File: src/hw/rtl/drbc_pkg.sv
`timescale 1ns / 1ps
// Shared types and constants for the dark region area / boundary counter.
// No dependencies; every other file of the block but drbc_ram refers to this package.
package drbc_pkg;

  localparam int unsigned MaxSize  = 128;
  localparam int unsigned ColW     = (MaxSize > 1) ? $clog2(MaxSize) : 1;
  localparam int unsigned PixW     = 8;
  localparam int unsigned CfgW     = 8;
  localparam int unsigned CfgIdxW  = 1;
  localparam int unsigned CountW   = 15;

  localparam logic [CountW-1:0] CountMax       = '1;
  localparam logic [CfgW-1:0]   SizeReset      = 8'd1;
  localparam logic [CfgW-1:0]   ThresholdReset = 8'd50;

  localparam int unsigned QueueDepth = 2;
  localparam int unsigned QPtrW      = (QueueDepth > 1) ? $clog2(QueueDepth) : 1;
  localparam int unsigned QCntW      = $clog2(QueueDepth + 1);

  typedef enum logic [CfgIdxW-1:0] {
    RegImageSize     = 1'b0,
    RegDarkThreshold = 1'b1
  } cfg_reg_e;

  // One classified pixel, front to back
  typedef struct packed {
    logic            dark;
    logic            first_row;
    logic            first_col;
    logic            border;
    logic            last;
    logic [ColW-1:0] col;
  } item_t;

  // One line store entry: region pixel still undecided, and region bit
  typedef struct packed {
    logic older;
    logic newer;
  } line_t;

endpackage

File: src/hw/rtl/drbc_pix_if.sv
`timescale 1ns / 1ps
// Pixel stream channel: valid/ready handshake with one grey value per beat.
// Depends on drbc_pkg for the pixel width.
interface drbc_pix_if;
  logic                      valid;
  logic                      ready;
  logic [drbc_pkg::PixW-1:0] pixel_value;

  modport source (output valid, output pixel_value, input ready);
  modport sink   (input valid, input pixel_value, output ready);
endinterface

File: src/hw/rtl/drbc_res_if.sv
`timescale 1ns / 1ps
// Result channel: valid/ready handshake carrying both frame totals per beat.
// Depends on drbc_pkg for the count width.
interface drbc_res_if;
  logic                        valid;
  logic                        ready;
  logic [drbc_pkg::CountW-1:0] region_area;
  logic [drbc_pkg::CountW-1:0] boundary_count;

  modport source (output valid, output region_area, output boundary_count, input ready);
  modport sink   (input valid, input region_area, input boundary_count, output ready);
endinterface

File: src/hw/rtl/drbc_ram.sv
`timescale 1ns / 1ps
// Generic single-write, single-read RAM with registered read data.
// No dependencies.
module drbc_ram #(
  parameter  int unsigned Width = 1,
  parameter  int unsigned Depth = 2,
  localparam int unsigned AddrW = (Depth > 1) ? $clog2(Depth) : 1
) (
  input  logic             clk_i,
  input  logic             we_i,
  input  logic [AddrW-1:0] waddr_i,
  input  logic [Width-1:0] wdata_i,
  input  logic             re_i,
  input  logic [AddrW-1:0] raddr_i,
  output logic [Width-1:0] rdata_o
);

  logic [Width-1:0] mem_q [Depth];
  logic [Width-1:0] rdata_q;

  always_ff @(posedge clk_i) begin
    if (we_i) begin
      mem_q[waddr_i] <= wdata_i;
    end
    if (re_i) begin
      rdata_q <= mem_q[raddr_i];
    end
  end

  assign rdata_o = rdata_q;

endmodule

File: src/hw/rtl/drbc_front.sv
`timescale 1ns / 1ps
// Front end: config registers, raster position and per-pixel classification.
// Depends on drbc_pkg and drbc_pix_if.
module drbc_front (
  input  logic                          clk_i,
  input  logic                          rst_ni,
  input  logic                          cfg_we_i,
  input  logic [drbc_pkg::CfgIdxW-1:0]  cfg_idx_i,
  input  logic [drbc_pkg::CfgW-1:0]     cfg_data_i,
  drbc_pix_if.sink                      pix,
  input  logic                          q_full_i,
  output logic                          push_o,
  output drbc_pkg::item_t               item_o,
  output logic                          restart_o
);

  logic [drbc_pkg::CfgW-1:0] size_q, thr_q;
  logic [drbc_pkg::ColW-1:0] row_q, row_d, col_q, col_d;
  logic [drbc_pkg::ColW-1:0] nm1;
  logic                      row_end, col_end;

  // Effective side length minus one: zero counts as one, clamp to the maximum
  always_comb begin
    if (size_q == '0) begin
      nm1 = '0;
    end else if (32'(size_q) > 32'(drbc_pkg::MaxSize)) begin
      nm1 = drbc_pkg::ColW'(drbc_pkg::MaxSize - 1);
    end else begin
      nm1 = drbc_pkg::ColW'(size_q - 8'd1);
    end
  end

  assign row_end = (row_q == nm1);
  assign col_end = (col_q == nm1);

  assign pix.ready = !q_full_i;
  assign push_o    = pix.valid && !q_full_i;
  assign restart_o = cfg_we_i;

  always_comb begin
    item_o.dark      = (pix.pixel_value <= thr_q);
    item_o.first_row = (row_q == '0);
    item_o.first_col = (col_q == '0);
    item_o.border    = (row_q == '0) || (col_q == '0) || row_end || col_end;
    item_o.last      = row_end && col_end;
    item_o.col       = col_q;
  end

  always_comb begin
    row_d = row_q;
    col_d = col_q;
    if (row_end && col_end) begin
      row_d = '0;
      col_d = '0;
    end else if (col_end) begin
      row_d = row_q + 1'b1;
      col_d = '0;
    end else begin
      col_d = col_q + 1'b1;
    end
  end

  always_ff @(posedge clk_i or negedge rst_ni) begin
    if (!rst_ni) begin
      size_q <= drbc_pkg::SizeReset;
      thr_q  <= drbc_pkg::ThresholdReset;
      row_q  <= '0;
      col_q  <= '0;
    end else if (cfg_we_i) begin
      unique case (drbc_pkg::cfg_reg_e'(cfg_idx_i))
        drbc_pkg::RegImageSize:     size_q <= cfg_data_i;
        drbc_pkg::RegDarkThreshold: thr_q  <= cfg_data_i;
      endcase
      row_q <= '0;
      col_q <= '0;
    end else if (push_o) begin
      row_q <= row_d;
      col_q <= col_d;
    end
  end

endmodule

File: src/hw/rtl/drbc_queue.sv
`timescale 1ns / 1ps
// Short FIFO of classified pixels between front and back.
// Depends on drbc_pkg.
module drbc_queue (
  input  logic            clk_i,
  input  logic            rst_ni,
  input  logic            push_i,
  input  drbc_pkg::item_t item_i,
  output logic            full_o,
  input  logic            pop_i,
  output logic            valid_o,
  output drbc_pkg::item_t head_o
);

  drbc_pkg::item_t            slot_q [drbc_pkg::QueueDepth];
  logic [drbc_pkg::QPtrW-1:0] wr_q, rd_q;
  logic [drbc_pkg::QCntW-1:0] cnt_q;

  function automatic logic [drbc_pkg::QPtrW-1:0] next_ptr(input logic [drbc_pkg::QPtrW-1:0] p);
    if (32'(p) == drbc_pkg::QueueDepth - 1) begin
      return '0;
    end
    return p + 1'b1;
  endfunction

  assign full_o  = (32'(cnt_q) == drbc_pkg::QueueDepth);
  assign valid_o = (cnt_q != '0);
  assign head_o  = slot_q[rd_q];

  always_ff @(posedge clk_i) begin
    if (push_i) begin
      slot_q[wr_q] <= item_i;
    end
  end

  always_ff @(posedge clk_i or negedge rst_ni) begin
    if (!rst_ni) begin
      wr_q  <= '0;
      rd_q  <= '0;
      cnt_q <= '0;
    end else begin
      if (push_i) begin
        wr_q <= next_ptr(wr_q);
      end
      if (pop_i) begin
        rd_q <= next_ptr(rd_q);
      end
      if (push_i && !pop_i) begin
        cnt_q <= cnt_q + 1'b1;
      end else if (pop_i && !push_i) begin
        cnt_q <= cnt_q - 1'b1;
      end
    end
  end

endmodule

File: src/hw/rtl/drbc_back.sv
`timescale 1ns / 1ps
// Back end: line store lookup, boundary decisions, saturating totals, result register.
// Depends on drbc_pkg, drbc_res_if and drbc_ram.
module drbc_back (
  input  logic            clk_i,
  input  logic            rst_ni,
  input  logic            restart_i,
  input  logic            head_valid_i,
  input  drbc_pkg::item_t head_i,
  output logic            pop_o,
  drbc_res_if.source      res
);

  drbc_pkg::item_t             s_item_q;
  logic                        s_valid_q;
  logic                        byp_hit_q;
  drbc_pkg::line_t             byp_q;
  logic                        pend_valid_q;
  logic [drbc_pkg::ColW-1:0]   pend_col_q;
  logic                        pend_old_q, pend_new_q;
  logic [drbc_pkg::CountW-1:0] area_q, area_d, bnd_q, bnd_d;
  logic                        out_valid_q;
  logic [drbc_pkg::CountW-1:0] out_area_q, out_bnd_q;

  logic                        retire, advance, we;
  drbc_pkg::line_t             wdata, rdata, up;
  logic                        left_bright_hit, up_bright_hit, own_bnd;
  logic [1:0]                  inc;
  logic [drbc_pkg::CountW:0]   bnd_sum;

  assign retire  = s_valid_q && (!s_item_q.last || !out_valid_q || res.ready);
  assign advance = head_valid_i && (!s_valid_q || retire);
  assign pop_o   = advance;

  // The previous pixel's entry is written once its right neighbour is known
  assign we          = retire && pend_valid_q;
  assign wdata.older = pend_old_q && s_item_q.dark;
  assign wdata.newer = pend_new_q;

  drbc_ram #(
    .Width ($bits(drbc_pkg::line_t)),
    .Depth (drbc_pkg::MaxSize)
  ) u_line (
    .clk_i   (clk_i),
    .we_i    (we),
    .waddr_i (pend_col_q),
    .wdata_i (wdata),
    .re_i    (advance),
    .raddr_i (head_i.col),
    .rdata_o (rdata)
  );

  assign up = byp_hit_q ? byp_q : rdata;

  always_comb begin
    up_bright_hit   = !s_item_q.first_row && up.older && !s_item_q.dark;
    left_bright_hit = !s_item_q.first_col && pend_old_q && !s_item_q.dark;
    own_bnd         = s_item_q.dark && (s_item_q.border || !up.newer || !pend_new_q);
    inc             = 2'(up_bright_hit) + 2'(left_bright_hit) + 2'(own_bnd);
    bnd_sum         = {1'b0, bnd_q} + (drbc_pkg::CountW + 1)'(inc);
    if (bnd_sum > {1'b0, drbc_pkg::CountMax}) begin
      bnd_d = drbc_pkg::CountMax;
    end else begin
      bnd_d = bnd_sum[drbc_pkg::CountW-1:0];
    end
    area_d = area_q;
    if (s_item_q.dark && (area_q != drbc_pkg::CountMax)) begin
      area_d = area_q + 1'b1;
    end
  end

  always_ff @(posedge clk_i) begin
    if (advance) begin
      s_item_q <= head_i;
      byp_q    <= wdata;
    end
    if (retire) begin
      pend_col_q <= s_item_q.col;
      pend_old_q <= s_item_q.dark && !own_bnd;
      pend_new_q <= s_item_q.dark;
    end
    if (retire && s_item_q.last) begin
      out_area_q <= area_d;
      out_bnd_q  <= bnd_d;
    end
  end

  always_ff @(posedge clk_i or negedge rst_ni) begin
    if (!rst_ni) begin
      s_valid_q    <= 1'b0;
      byp_hit_q    <= 1'b0;
      pend_valid_q <= 1'b0;
      area_q       <= '0;
      bnd_q        <= '0;
      out_valid_q  <= 1'b0;
    end else begin
      if (advance) begin
        s_valid_q <= 1'b1;
        byp_hit_q <= we && (pend_col_q == head_i.col);
      end else if (retire) begin
        s_valid_q <= 1'b0;
      end
      if (restart_i) begin
        pend_valid_q <= 1'b0;
        area_q       <= '0;
        bnd_q        <= '0;
      end else if (retire) begin
        pend_valid_q <= 1'b1;
        if (s_item_q.last) begin
          area_q <= '0;
          bnd_q  <= '0;
        end else begin
          area_q <= area_d;
          bnd_q  <= bnd_d;
        end
      end
      if (retire && s_item_q.last) begin
        out_valid_q <= 1'b1;
      end else if (res.ready) begin
        out_valid_q <= 1'b0;
      end
    end
  end

  assign res.valid          = out_valid_q;
  assign res.region_area    = out_area_q;
  assign res.boundary_count = out_bnd_q;

  // Every boundary pixel is also a region pixel
  a_bnd_le_area : assert property (@(posedge clk_i) disable iff (!rst_ni)
    bnd_q <= area_q)
    else $error("boundary total above area total");

  // A stalled pixel keeps its place in the decision stage
  a_stage_hold : assert property (@(posedge clk_i) disable iff (!rst_ni)
    s_valid_q && !retire |=> s_valid_q && $stable(s_item_q))
    else $error("decision stage lost a pixel while stalled");

  // The last pixel of a frame always produces a result beat
  a_last_result : assert property (@(posedge clk_i) disable iff (!rst_ni)
    retire && s_item_q.last |=> res.valid)
    else $error("frame end without result");

  // A configuration write starts a fresh frame count
  a_restart : assert property (@(posedge clk_i) disable iff (!rst_ni)
    restart_i |=> (area_q == '0) && (bnd_q == '0))
    else $error("totals not cleared on restart");

endmodule

File: src/hw/rtl/dark_region_area_and_boundary_count_unit.sv
`timescale 1ns / 1ps
// Dark region area and 4-neighbour boundary count. Totals are registered once a frame's
// last pixel leaves the decision stage. Throughput: one pixel per cycle, set by the
// line store's separate read and write ports; input stalls only once the queue fills
// behind a frame-end pixel whose result beat is still waiting to be taken.
// Reset: image size 1, threshold 50, frame restarts at row 0 column 0. Line stores are
// not cleared: row 0 never consults them. Depends on drbc_pkg, both interfaces, drbc_*.
module dark_region_area_and_boundary_count_unit (
  input  logic                         clk_i,
  input  logic                         rst_ni,
  // configuration: index 0 image size, index 1 dark threshold
  input  logic                         cfg_we_i,
  input  logic [drbc_pkg::CfgIdxW-1:0] cfg_idx_i,
  input  logic [drbc_pkg::CfgW-1:0]    cfg_data_i,
  drbc_pix_if.sink                     pix_i,
  drbc_res_if.source                   res_o
);

  // Front classifies each pixel (dark, border, frame end) and tracks raster position.
  // The queue decouples it from the back, which holds the two one-bit line stores
  // packed into one small RAM and does the boundary bookkeeping.
  drbc_pkg::item_t front_item, head_item;
  logic            push, q_full, head_valid, pop, restart;

  drbc_front u_front (
    .clk_i      (clk_i),
    .rst_ni     (rst_ni),
    .cfg_we_i   (cfg_we_i),
    .cfg_idx_i  (cfg_idx_i),
    .cfg_data_i (cfg_data_i),
    .pix        (pix_i),
    .q_full_i   (q_full),
    .push_o     (push),
    .item_o     (front_item),
    .restart_o  (restart)
  );

  drbc_queue u_queue (
    .clk_i   (clk_i),
    .rst_ni  (rst_ni),
    .push_i  (push),
    .item_i  (front_item),
    .full_o  (q_full),
    .pop_i   (pop),
    .valid_o (head_valid),
    .head_o  (head_item)
  );

  // Back: the head pixel's column is looked up as it leaves the queue; the decision
  // stage then resolves its upper and left neighbours and updates the totals.
  drbc_back u_back (
    .clk_i        (clk_i),
    .rst_ni       (rst_ni),
    .restart_i    (restart),
    .head_valid_i (head_valid),
    .head_i       (head_item),
    .pop_o        (pop),
    .res          (res_o)
  );

endmodule

File: src/flat_wrapper.sv
// flat-port wrapper written by rule: the top's interface ports become plain ports
module dark_region_area_and_boundary_count_unit_flat 
  (clk_i, rst_ni, cfg_we_i, cfg_idx_i, cfg_data_i, pix_i_valid, pix_i_pixel_value, pix_i_ready, res_o_valid, res_o_region_area, res_o_boundary_count, res_o_ready);
  drbc_pix_if pix_i_i ();
  drbc_res_if res_o_i ();
  input  logic clk_i;
  input  logic rst_ni;
  input  logic cfg_we_i;
  input  logic [drbc_pkg::CfgIdxW-1:0] cfg_idx_i;
  input  logic [drbc_pkg::CfgW-1:0] cfg_data_i;
  input wire logic [$bits(pix_i_i.valid)-1:0] pix_i_valid;
  input wire logic [$bits(pix_i_i.pixel_value)-1:0] pix_i_pixel_value;
  output wire logic [$bits(pix_i_i.ready)-1:0] pix_i_ready;
  output wire logic [$bits(res_o_i.valid)-1:0] res_o_valid;
  output wire logic [$bits(res_o_i.region_area)-1:0] res_o_region_area;
  output wire logic [$bits(res_o_i.boundary_count)-1:0] res_o_boundary_count;
  input wire logic [$bits(res_o_i.ready)-1:0] res_o_ready;
  assign pix_i_i.valid = pix_i_valid;
  assign pix_i_i.pixel_value = pix_i_pixel_value;
  assign pix_i_ready = pix_i_i.ready;
  assign res_o_valid = res_o_i.valid;
  assign res_o_region_area = res_o_i.region_area;
  assign res_o_boundary_count = res_o_i.boundary_count;
  assign res_o_i.ready = res_o_ready;
  dark_region_area_and_boundary_count_unit u_core (.clk_i(clk_i), .rst_ni(rst_ni), .cfg_we_i(cfg_we_i), .cfg_idx_i(cfg_idx_i), .cfg_data_i(cfg_data_i), .pix_i(pix_i_i), .res_o(res_o_i));
endmodule
File: config.mk
export PLATFORM = sky130hd
export DESIGN_NAME = dark_region_area_and_boundary_count_unit_flat
export DESIGN_NICKNAME = d
export VERILOG_FILES = /design/src/hw/rtl/drbc_pkg.sv /design/src/hw/rtl/drbc_pix_if.sv /design/src/hw/rtl/drbc_res_if.sv /design/src/hw/rtl/drbc_ram.sv /design/src/hw/rtl/drbc_front.sv /design/src/hw/rtl/drbc_queue.sv /design/src/hw/rtl/drbc_back.sv /design/src/hw/rtl/dark_region_area_and_boundary_count_unit.sv /design/src/flat_wrapper.sv
export SDC_FILE = /design/constraint.sdc
export NUM_CORES = 1
export LEC_CHECK = 0
export BUFFER_PORTS_ARGS = -buffer_cell sky130_fd_sc_hd__buf_2
export CORE_UTILIZATION = 54
export CTS_BUF_LIST = sky130_fd_sc_hd__clkbuf_2
export CTS_CLUSTER_SIZE = 24
export DETAILED_ROUTE_END_ITERATION = 12
export PLACE_DENSITY_LB_ADDON = 0.15
export SLEW_MARGIN = 15
export SYNTH_ARGS = -nofsm -noshare
export SYNTH_HDL_FRONTEND = slang
export SYNTH_SLANG_ARGS = --single-unit
File: constraint.sdc
create_clock -name clk_i -period 4.21 [get_ports clk_i]
set_input_delay 1.263 -clock clk_i [delete_from_list [all_inputs] [get_ports clk_i]]
set_output_delay 1.263 -clock clk_i [all_outputs]
set_load 0.01 [all_outputs]
==> results of run 1 <==
power groups by stage:
| stage | sequential (mW) | combinational [mW] | clock [mW] |
|---|---|---|---|
| floorplan | 5.59 | 2.45 | 0 |
| global placement | 5.55 | 3.74 | 0 |
| detailed placement | 5.57 | 3.80 | 0 |
| CTS | 5.48 | 3.81 | 2.62 |
| global route | 5.54 | 4.15 | 2.82 |
| finish | 5.48 | 3.80 | 2.54 |
Yosys cell counts, types with 5 or more instances:
library cell / number
nand4_1: 17
nand3_1: 71
buf_1: 7
a31oi_1: 5
nor2_1: 171
edfxtp_1: 335
a21oi_1: 22
nor3_1: 12
mux4_2: 10
and3_1: 44
dfrtp_1: 64
a22o_1: 22
a311o_1: 5
nand2_1: 227
a32oi_1: 5
xnor2_1: 24
ha_1: 18
nand3b_1: 6
inv_1: 40
clkbuf_1: 68
nor4_1: 7
nand2b_1: 6
o31ai_1: 10
o221ai_1: 5
nor3b_1: 5
mux2_2: 20
or3_1: 8
a311oi_1: 32
o21ai_0: 36
xor2_1: 19
mux2i_1: 65
nor2b_1: 13
worst paths after layout:
check | slack [ns] | cells after the start | end | startpoint
worst max-delay path | 0.58 | 9 | u_core.u_front.row_q[4]$_DFFE_PN0P_ | u_core.u_front.size_q[0]$_DFFE_PN1P_
worst min-delay path | 0.39 | 1 | u_core.u_front.thr_q[2]$_DFFE_PN0P_ | rst_ni
worst max register to register | 0.58 | 9 | u_core.u_front.row_q[4]$_DFFE_PN0P_ | u_core.u_front.size_q[0]$_DFFE_PN1P_
worst min register to register | 0.43 | 0 | u_core.u_back.pend_col_q[1]$_DFFE_PP_ | u_core.u_back.s_item_q[1]$_DFFE_PP_
max in group asynchronous | 3.20 | 1 | u_core.u_front.col_q[0]$_DFFE_PN0P_ | rst_ni
min in group clk_i | 0.43 | 0 | u_core.u_back.pend_col_q[1]$_DFFE_PP_ | u_core.u_back.s_item_q[1]$_DFFE_PP_
per-stage QoR:
stage               util (%)  instance area [um2]  cells
floorplan                  -                18200   1481
global placement        57.9                19000   1929
detailed placement      57.9                19000   1929
CTS                     60.6                19900   2106
global route            60.6                19900   2108
finish                  60.6                19900   2108
cells in the final DEF, fill, tap and decap left out, types with 5 or more instances in the layout:
master / count
nand2_1: 227
a311o_1: 5
and3_1: 44
dfrtp_1: 64
xnor2_1: 24
buf_4: 33
nor2b_1: 13
o221ai_1: 5
buf_2: 52
a32oi_1: 5
clkbuf_2: 157
nand3_1: 71
a311oi_1: 32
nor4_1: 7
or3_1: 8
a22o_1: 22
nor2_1: 169
o31ai_1: 10
xor2_1: 19
nand3b_1: 6
inv_1: 40
o21ai_0: 36
ha_1: 18
nor3_1: 12
a21oi_1: 22
mux2_2: 20
edfxtp_1: 335
mux4_2: 10
mux2i_1: 61
nand4_1: 17
nand2b_1: 6
clkinv_1: 15
area by class of cell:
class | count | area, um2 | area share (%)
antenna | 2 | 5.00 | 0.0251
inverter | 42 | 160 | 0.804
timing repair buffer | 87 | 548 | 2.75
multi-input combinational | 955 | 6000 | 30.1
clock inverter | 20 | 106 | 0.534
tap | 442 | 553 | 2.78
clock buffer | 157 | 786 | 3.94
sequential | 403 | 11800 | 59.1
registers in the layout, summed over array words and instances (netlist names):
register and cells:
u_core.u_front.size_q 8, u_core.u_back.s_valid_q 1, u_core.u_back.area_q 15, u_core.u_back.res.region_area 15
u_core.u_back.bnd_q 15, u_core.u_back.u_line.rdata_o 2, u_core.u_queue.wr_q 1, u_core.u_front.thr_q 8
u_core.u_back.byp_q 2, u_core.u_queue.rd_q 1, u_core.u_queue.cnt_q 2, u_core.u_front.col_q 7
u_core.u_queue.slot_q 24, u_core.u_back.u_line.mem_q 256, u_core.u_back.pend_new_q 1, u_core.u_front.row_q 7
u_core.u_back.pend_valid_q 1, u_core.u_back.byp_hit_q 1, u_core.u_back.res.valid 1, u_core.u_back.pend_col_q 7
u_core.u_back.pend_old_q 1, u_core.u_back.res.boundary_count 15, u_core.u_back.s_item_q 12
worst register-to-register path: cells and delay by family (launching register included):
kind | cells | cell delay, ns
flip-flops | 1 | 0.67
AO/OA/AOI/OAI | 5 | 1.77
adder cells (fa/ha/maj) | 1 | 0.27
buffers and inverters | 1 | 0.11
AND/OR/NAND/NOR | 2 | 0.70
cell families after synthesis:
kind of cell,count (synthesis)
muxes,95
DFF,403
xor gates and xnor gates,43
and+or+nand+nor,612
AOI/OAI and AO/OA,185
adders and majority gates,20
buffers and inverters,123
metal layers:
metal	track usage (%)	vias to the layer above	part of all wire [%]
met5	0	-	0
met4	9.06	0	2.1
met3	5.89	75	7.1
met2	38.5	431	48
met1	32.7	6001	43
li1	-	5740	-
==> metrics, run 1 <==
vias=roughly 12000; Top delay family on crit path=compound AO/OA/AOI/OAI gates; Switching Share=between 30% and 40%; final critical-path setup slack=about 0.58 ns; Tightest Hold Check Type=in2async; post-place setup slack=0.619 ns; CP max stage delay=1.00 ns; Routed Antenna Nets=0; Netlist Area Pre-Place=18200 um2; CTS clk-pin slew, worst paths=~0.12 ns; register area share after synthesis=~65%; Ys Warns=0; largest family of logic cells by synthesized area=simple AND/OR/NAND/NOR gates; Post-Synth XOR/XNOR Area=a little over 2%; cell count after synthesis=1481; clock root cell=clkbuf_2; Tot GR Track Use=24.3%; DRC=0; Port Buffer Count=53; synth unique cells=74; Num CTS Buffers=100; power share of the clock group=between 20% and 30%; Slew @ Worst Pin=about 1.2 ns; Final min period=3.63 ns; Startpoint Class=flop; maximum fanout along the worst path=12; initial antenna violation count=2; GRT overflow=0; core footprint=~33000 um2; Fin. Hold Viols=0; Post-synth ARST share=16.9%; syn_area_per_cell=between 10 and 15 um2; Main synth FF type=edfxtp_1; Post-synth EDFFs=335; WS Path Type=reg2reg; Clock Latency Late Sink=1.01 ns; proportion of layout cells with a drive suffix above 1=18.4%; Starting Density=55.3%; # setup viols final=0; Max Clock Freq=276 MHz; CTS Sinks=403; DRT Pass-1 Iters=6; number of global-route vias before repair=12200; mux cell area share after synthesis=6.06%; power density over cell area=593 nW/um2; vias per cell=around 5.8; P&R area growth vs syn=9.60%; run status=complete, no violations; RSZ-0062 raised after global routing=false; compound-gate portion of the synthesized area=7.58%; CP Capture Type=flop; share of power burned in registers=46.4%; TritonCTS clock tree=yes; row count=66; WHS=0.387 ns; Int Pwr=7.50 mW; combinational share of power=32.1%; top-area cell type share of the netlist area=55.3%; cell taking the most area after synthesis=edfxtp_1; Max VDD drop=0.478 mV; Pwr Total=11.8 mW; crit share post-route=86.2%; WL/cell=19.0 um; syn_nets=1523; Synth area leaders=edfxtp_1, dfrtp_1, nand2_1, mux2i_1, nor2_1; Die Wd=approximately 190 um; first-pass GRT wire length=64000 um; CP cell instances=inv_1 -> ha_1 -> nand2b_1 -> o21ai_0 -> o2111ai_1 -> a32oi_1 -> o31ai_1 -> and3_1 -> o221ai_1; FILL cells=2793; hold buffer count at cts=0; largest net degree at the start of global routing=105; max-cap viol count=0; Post-CTS Setup Repair Bufs=0; total wire length=40000 um; Worst path slowest cell=o31ai_1; max-slew violations=0; worst path required time=5.05 ns; Net Sw Power=4.32 mW; CTS max path bufs=3; Placer Congestion=0.901; Die Y=185 um; #FFs+latches synth=between 400 and 500; HPWL Detailed=24800 um; Buf+Inv Stages, Crit Path=1; I/O pins=54; Max-Slew Margin vs Limit=17.8%; H-tree depth=3; Resized Gates After CTS=0; Post-Synth Simple-Gate Area=roughly 15%; starting DRC count in detailed routing=1252; Arrival @ worst endpoint=around 4.5 ns; die footprint=34400 um2; total leakage power=7.53 nW; Setup Skew=0.0689 ns; fin nets=1631; Synth Area in Adders=1.46%; Setup TNS=0 ns
Power figures use the tool's default switching activity.
==> run 2: changes to the inputs <==
PLACE_DENSITY = 0.73   (was default)
PLACE_DENSITY_LB_ADDON = default   (was 0.15)
==> metrics, run 2 (synthesis results as in run 1) <==
fin nets=1634 (was 1631); Placer Congestion=0.858 (was 0.901); Post-Layout Cell Count=2109 (was 2108); Max-Slew Margin vs Limit=32.2% (was 17.8%); Final Cell Area=19900 um2 (about the same); core footprint=32900 um2 (unchanged); Worst Hold End=u_core.u_back.pend_col_q[1]$_DFFE_PP_; Num CTS Buffers=100 (unchanged); Clock Latency Late Sink=1.01 ns (about the same); FF-to-FF Start=u_core.u_front.size_q[0]$_DFFE_PN1P_ (unchanged); starting DRC count in detailed routing=1137 (was 1252); first-pass GRT wire length=63600 um (was 64000 um); I/O pins=54 (unchanged); Reg with most FFs=u_core.u_back.u_line.mem_q (unchanged); clock root cell=clkbuf_2 (unchanged); proportion of layout cells with a drive suffix above 1=18.3% (was 18.4%); Post-CTS Setup Repair Bufs=0 (unchanged); CTS Sinks=403 (unchanged); DRT Pass-1 Iters=5 (was 6); Tot GR Track Use=24.1% (was 24.3%); Die Wd=185 um (unchanged); total wire length=40400 um (was 40000 um); WS Path Type=reg2reg (unchanged); Top Registers=u_core.u_back.u_line.mem_q x256, u_core.u_queue.slot_q x24 (unchanged); number of global-route vias before repair=12200 (about the same); Die Y=185 um (unchanged); largest net degree at the start of global routing=100 (was 105); Fin. Hold Viols=0 (unchanged); RSZ-0062 raised after global routing=false (unchanged); Pwr Total=11.8 mW (about the same); power density over cell area=592 nW/um2 (was 593 nW/um2); most common cell after layout, fill and taps aside=edfxtp_1 (unchanged); Cell Area, Placed=19000 um2 (about the same); Routed Antenna Nets=0 (unchanged); H-tree depth=3 (unchanged); maximum fanout along the worst path=12 (unchanged); Port Buffer Count=53 (unchanged); vias per cell=5.92 (was 5.81); die footprint=34400 um2 (unchanged); Worst Reg-to-Reg Cells=9 (unchanged); Starting Density=55.3% (unchanged); placed cell count=1932 (was 1929); Cells on Worst Hold Path=0; DRC=0 (unchanged); Final min period=3.45 ns (was 3.63 ns); CTS max path bufs=3 (unchanged); WL/cell=19.1 um (was 19.0 um); # setup viols final=0 (unchanged); Setup TNS=0 ns (unchanged); Hold Startpoint=u_core.u_back.s_item_q[1]$_DFFE_PP_; initial antenna violation count=1 (was 2); row count=66 (unchanged); P&R area growth vs syn=9.71% (was 9.60%); hold buffer count at cts=0 (unchanged); total leakage power=7.52 nW (was 7.53 nW); Setup Skew=0.120 ns (was 0.0689 ns); crit share post-route=81.9% (was 86.2%); GRT overflow=0 (unchanged); Resized Gates After CTS=0 (unchanged); max FFs per register=256 (unchanged); commonest cells after routing, fill and taps aside=edfxtp_1, nand2_1, nor2_1, clkbuf_2, nand3_1 (unchanged); Slew @ Worst Pin=1.01 ns (was 1.22 ns); TritonCTS clock tree=yes (unchanged); worst path required time=5.11 ns (was 5.05 ns); Max VDD drop=0.284 mV (was 0.478 mV); Startpoint Class=flop (unchanged); CP Capture Type=flop (unchanged); reg2reg end=u_core.u_front.row_q[1]$_DFFE_PN0P_ (was u_core.u_front.row_q[4]$_DFFE_PN0P_); HPWL Detailed=25200 um (was 24800 um); vias=12500 (was 12200); max-cap viol count=0 (unchanged); max-slew violations=0 (unchanged); Arrival @ worst endpoint=4.34 ns (was 4.46 ns); setup slack, reg-to-reg=0.76 ns (was 0.58 ns); Max Clock Freq=290 MHz (was 276 MHz); CTS clk-pin slew, worst paths=0.10 ns (was 0.12 ns); Tightest Hold Check Type=reg2reg (was in2async); run status=complete, no violations (unchanged)
[run 2: cell count changes in the layout (fill, tap and decap cells not counted), moves of 2 or more]
cell      before  now
clkbuf_2     157  148
buf_4         33   35
clkinv_1      15   19
clkinv_2       1    3
[run 2: how the worst max path moves through the flow]
stage	start	endpoint	slack [ns]	cells after the start
2_1_floorplan	u_core.u_back.pend_new_q$_DFFE_PP_	u_core.u_back.bnd_q[14]$_DFFE_PN0P_	0.04	10
3_3_place_gp	u_core.u_front.size_q[0]$_DFFE_PN1P_	u_core.u_front.row_q[1]$_DFFE_PN0P_	0.84	9
3_5_place_dp	u_core.u_front.size_q[0]$_DFFE_PN1P_	u_core.u_front.row_q[1]$_DFFE_PN0P_	0.82	9
4_1_cts	u_core.u_front.size_q[0]$_DFFE_PN1P_	u_core.u_front.row_q[1]$_DFFE_PN0P_	0.80	9
5_1_grt	u_core.u_front.size_q[0]$_DFFE_PN1P_	u_core.u_front.row_q[4]$_DFFE_PN0P_	0.61	9
6_report	u_core.u_front.size_q[0]$_DFFE_PN1P_	u_core.u_front.row_q[1]$_DFFE_PN0P_	0.76	9
[run 2: through the flow]
stage	setup WS (ns)	utilization, %	hold slack, ns
finish	0.762	60.7	0.419
global route	0.606	60.7	0.438
CTS	0.804	60.6	0.411
detailed placement	0.820	57.9	0.411
global placement	0.838	57.9	0.405
floorplan	0.0440	-	0.400
[run 2: worst max-delay path, stage by stage (launching register included)]
cell,delay [ns]
dfstp_2,0.67
inv_1,0.12
ha_1,0.23
xnor2_1,0.53
a21o_1,0.15
a21oi_1,0.06
or3_4,0.41
or4_4,0.57
or4b_1,0.48
a21oi_1,0.17
[run 2: final cells by class]
cell class                      instances  area, um2
Clock inverter                         28        148
Multi-Input combinational cell        955       6000
Antenna cell                            1       2.50
Timing Repair Buffer                   90        568
Tap cell                              442        553
Sequential cell                       403      11800
Clock buffer                          148        741
Inverter                               42        160
Fill cell                            2713      12900
[run 2: per-layer routing]
layer	routed length [um]	vias up	global-route usage [%]
met5	0	-	0
met4	884	0	10.1
met3	3400	74	6.32
met2	19200	548	38.1
met1	16900	6112	31.6
li1	-	5759	-
[run 2: report_power, final]
| group | internal [mW] | switching (mW) | leakage [nW] |
|---|---|---|---|
| clock | 0.999 | 1.52 | 0.683 |
| combinational | 1.28 | 2.51 | 2.84 |
| sequential | 5.19 | 0.317 | 4.00 |
| total | 7.47 | 4.35 | 7.52 |
==> run 3: changes to the inputs <==
ABC_AREA = 1   (was default)
PLACE_DENSITY = 0.71   (was 0.73)
clock period = 3.55 ns   (was 4.21 ns; I/O delays follow)
==> metrics, run 3 <==
CP cell instances=inv_2 -> nand2_1 -> a21oi_1 -> nand2_1 -> nand2_1 -> inv_1 -> fa_1 -> ha_2 -> inv_1 -> fa_2 -> nor2_1 -> nand4_1 -> nor2_2 -> nand2_2 -> nor3_2 -> nand2_1 -> xor2_1 -> nand2_1 -> nand2_1 -> o21ai_0 (was inv_1 -> ha_1 -> xnor2_1 -> a21o_1 -> a21oi_1 -> or3_4 -> or4_4 -> or4b_1 -> a21oi_1); Fin. Hold Viols=0 (unchanged); HPWL Detailed=25000 um (was 25200 um); row count=66 (unchanged); Netlist Area Pre-Place=18300 um2 (was 18200 um2); Main synth FF type=edfxtp_1 (unchanged); vias per cell=5.39 (was 5.92); Die Y=186 um (was 185 um); # setup viols final=0 (unchanged); Tightest Hold Check Type=in2reg (was reg2reg); Pwr Total=15.0 mW (was 11.8 mW); syn_area_per_cell=9.97 um2 (was 12.3 um2); P&R area growth vs syn=10.3% (was 9.71%); die footprint=34600 um2 (was 34400 um2); power density over cell area=744 nW/um2 (was 592 nW/um2); Reg with most FFs=u_core.u_back.u_line.mem_q (unchanged); cell taking the most area after synthesis=edfxtp_1 (unchanged); Final Cell Area=20200 um2 (was 19900 um2); Max-Slew Margin vs Limit=30.4% (was 32.2%); vias=13400 (was 12500); Max Clock Freq=306 MHz (was 290 MHz); fin util=61.3% (was 60.7%); #FFs+latches synth=403 (unchanged); Starting Density=55.6% (was 55.3%); max-cap viol count=0 (unchanged); I/O pins=54 (unchanged); cell count after synthesis=1832 (was 1481); initial antenna violation count=1 (unchanged); Arrival @ worst endpoint=4.05 ns (was 4.34 ns); Routed Antenna Nets=0 (unchanged); FILL cells=2794 (was 2713); CTS clk-pin slew, worst paths=0.10 ns (about the same); Post-synth EDFFs=335 (unchanged); Slew @ Worst Pin=1.04 ns (was 1.01 ns); commonest cells after routing, fill and taps aside=nand2_1, edfxtp_1, nor2_1, nand3_1, clkbuf_2 (was edfxtp_1, nand2_1, nor2_1, clkbuf_2, nand3_1); Seq. cell area=11800 um2 (unchanged); CTS Sinks=403 (unchanged); WHS=0.301 ns (was 0.419 ns); setup slack, reg-to-reg=0.28 ns (was 0.76 ns); Post-Layout Cell Count=2476 (was 2109); most frequent cells after synthesis=nand2_1, edfxtp_1, nor2_1, nand3_1, inv_1 (was edfxtp_1, nand2_1, nor2_1, nand3_1, clkbuf_1); Worst path slowest cell=fa_1 (was dfstp_2); syn_nets=1874 (was 1523); Placer Congestion=0.875 (was 0.858); Tot GR Track Use=24.7% (was 24.1%); run status=complete, no violations (unchanged); top-count cell post-synth=nand2_1 (was edfxtp_1); Startpoint Class=flop (unchanged); worst path required time=4.33 ns (was 5.11 ns); Setup Skew=0.0955 ns (was 0.120 ns); CP max stage delay=0.48 ns (was 0.67 ns); crit share post-route=92.0% (was 81.9%); WL/cell=16.6 um (was 19.1 um); clock root cell=clkbuf_2 (unchanged); number of global-route vias before repair=13100 (was 12200); Post-synth ARST share=16.9% (unchanged); GRT overflow=0 (unchanged); largest net degree at the start of global routing=108 (was 100); DRT Pass-1 Iters=6 (was 5); proportion of layout cells with a drive suffix above 1=14.5% (was 18.3%); total leakage power=8.20 nW (was 7.52 nW); DRC=0 (unchanged); Port Buffer Count=53 (unchanged); WS Path Type=reg2reg (unchanged); Buf+Inv Stages, Crit Path=3 (was 1); Clock Latency Late Sink=1.01 ns (about the same); synth unique cells=46 (was 74); Die Wd=186 um (was 185 um); CTS max path bufs=3 (unchanged); core footprint=32900 um2 (unchanged); Multi-input gate area=5690 um2 (was 6000 um2); starting DRC count in detailed routing=1172 (was 1137); Setup TNS=0 ns (unchanged); top-area cell type share of the netlist area=55.1% (was 55.3%); CP Capture Type=flop (unchanged); Ys Warns=0 (unchanged); Final min period=3.27 ns (was 3.45 ns); register area share after synthesis=64.4% (was 64.7%); total wire length=41000 um (was 40400 um); critical path's most frequent cell=nand2_1 (was a21oi_1); placed cell count=2291 (was 1932); fin nets=1995 (was 1634); Top Registers=u_core.u_back.u_line.mem_q x256, u_core.u_queue.slot_q x24 (unchanged); Top delay family on crit path=simple AND/OR/NAND/NOR gates (unchanged); first-pass GRT wire length=65700 um (was 63600 um); maximum fanout along the worst path=3 (was 12); TritonCTS clock tree=yes (unchanged); post-place setup slack=0.316 ns (was 0.820 ns); max FFs per register=256 (unchanged); Max VDD drop=0.433 mV (was 0.284 mV); Cell Area, Placed=19200 um2 (was 19000 um2); Num CTS Buffers=99 (was 100); Synth area leaders=edfxtp_1, nand2_1, dfrtp_1, nor2_1, nand3_1 (was edfxtp_1, dfrtp_1, nand2_1, mux2i_1, nor2_1); H-tree depth=3 (unchanged); most common cell after layout, fill and taps aside=nand2_1 (was edfxtp_1); final critical-path setup slack=0.284 ns (was 0.762 ns); max-slew violations=0 (unchanged)
==> run 3: worst paths after layout <==
kind / startpoint / endpoint / depth (start not counted)
hold reg to reg: u_core.u_back.s_item_q[4]$_DFFE_PP_ / u_core.u_back.pend_col_q[4]$_DFFE_PP_ / 0
setup reg to reg: u_core.u_back.byp_hit_q$_DFFE_PN0P_ / u_core.u_back.bnd_q[12]$_DFFE_PN0P_ / 20
hold / removal: cfg_data_i[0] / u_core.u_front.size_q[0]$_DFFE_PN1P_ / 3
min in group asynchronous: rst_ni / u_core.u_back.area_q[1]$_DFFE_PN0P_ / 3
max in group asynchronous: rst_ni / u_core.u_front.row_q[3]$_DFFE_PN0P_ / 3
setup / recovery: u_core.u_back.byp_hit_q$_DFFE_PN0P_ / u_core.u_back.bnd_q[12]$_DFFE_PN0P_ / 20
==> run 3: logic make-up after synthesis <==
group	share of synthesized area [%]
compound gates	4.51
simple gates	23.2
xor+xnor	1.49
buf+inv	4.94
flops	64.4
fa+ha+maj	1.45
==> run 3: cell type report <==
cell class | count | area share (%)
inverters | 143 | 2.74
repair buffers | 91 | 3.18
flip-flops and latches | 403 | 58.4
clock buffers | 146 | 3.63
clock inverters | 35 | 1.09
diodes | 1 | 0.0124
well taps | 442 | 2.74
multi-input cells | 1215 | 28.2
==> run 3: where the power goes <==
group,switching [mW],leakage [nW],internal (mW)
logic,3.86,3.50,1.53
registers,0.277,3.99,6.16
clock network,1.83,0.709,1.32
total,5.97,8.20,9.01
==> run 3: metal layers <==
layer / wire length (um) / up-vias / track usage [%]
met3: 3150 / 79 / 5.20
met2: 20000 / 458 / 41.4
met4: 1020 / 0 / 9.41
li1: - / 6437 / -
met1: 16900 / 6381 / 31.6
met5: 0 / - / 0
==> run 3: worst reg2reg max path, delay by kind of cell, from the launching register on <==
family | cells | cell delay, ns
XOR/XNOR | 1 | 0.14
AO/OA/AOI/OAI | 2 | 0.21
adder cells (fa/ha/maj) | 3 | 1.03
AND/OR/NAND/NOR | 11 | 1.11
buffers and inverters | 3 | 0.17
flip-flops | 1 | 0.41
==> run 3: timing repair <==
action	in CTS	in global routing
setup endpoints to repair	0	2
setup buffers	0	2
resized for setup	0	4
hold buffers	1	0
endpoints found under the hold margin	1	0
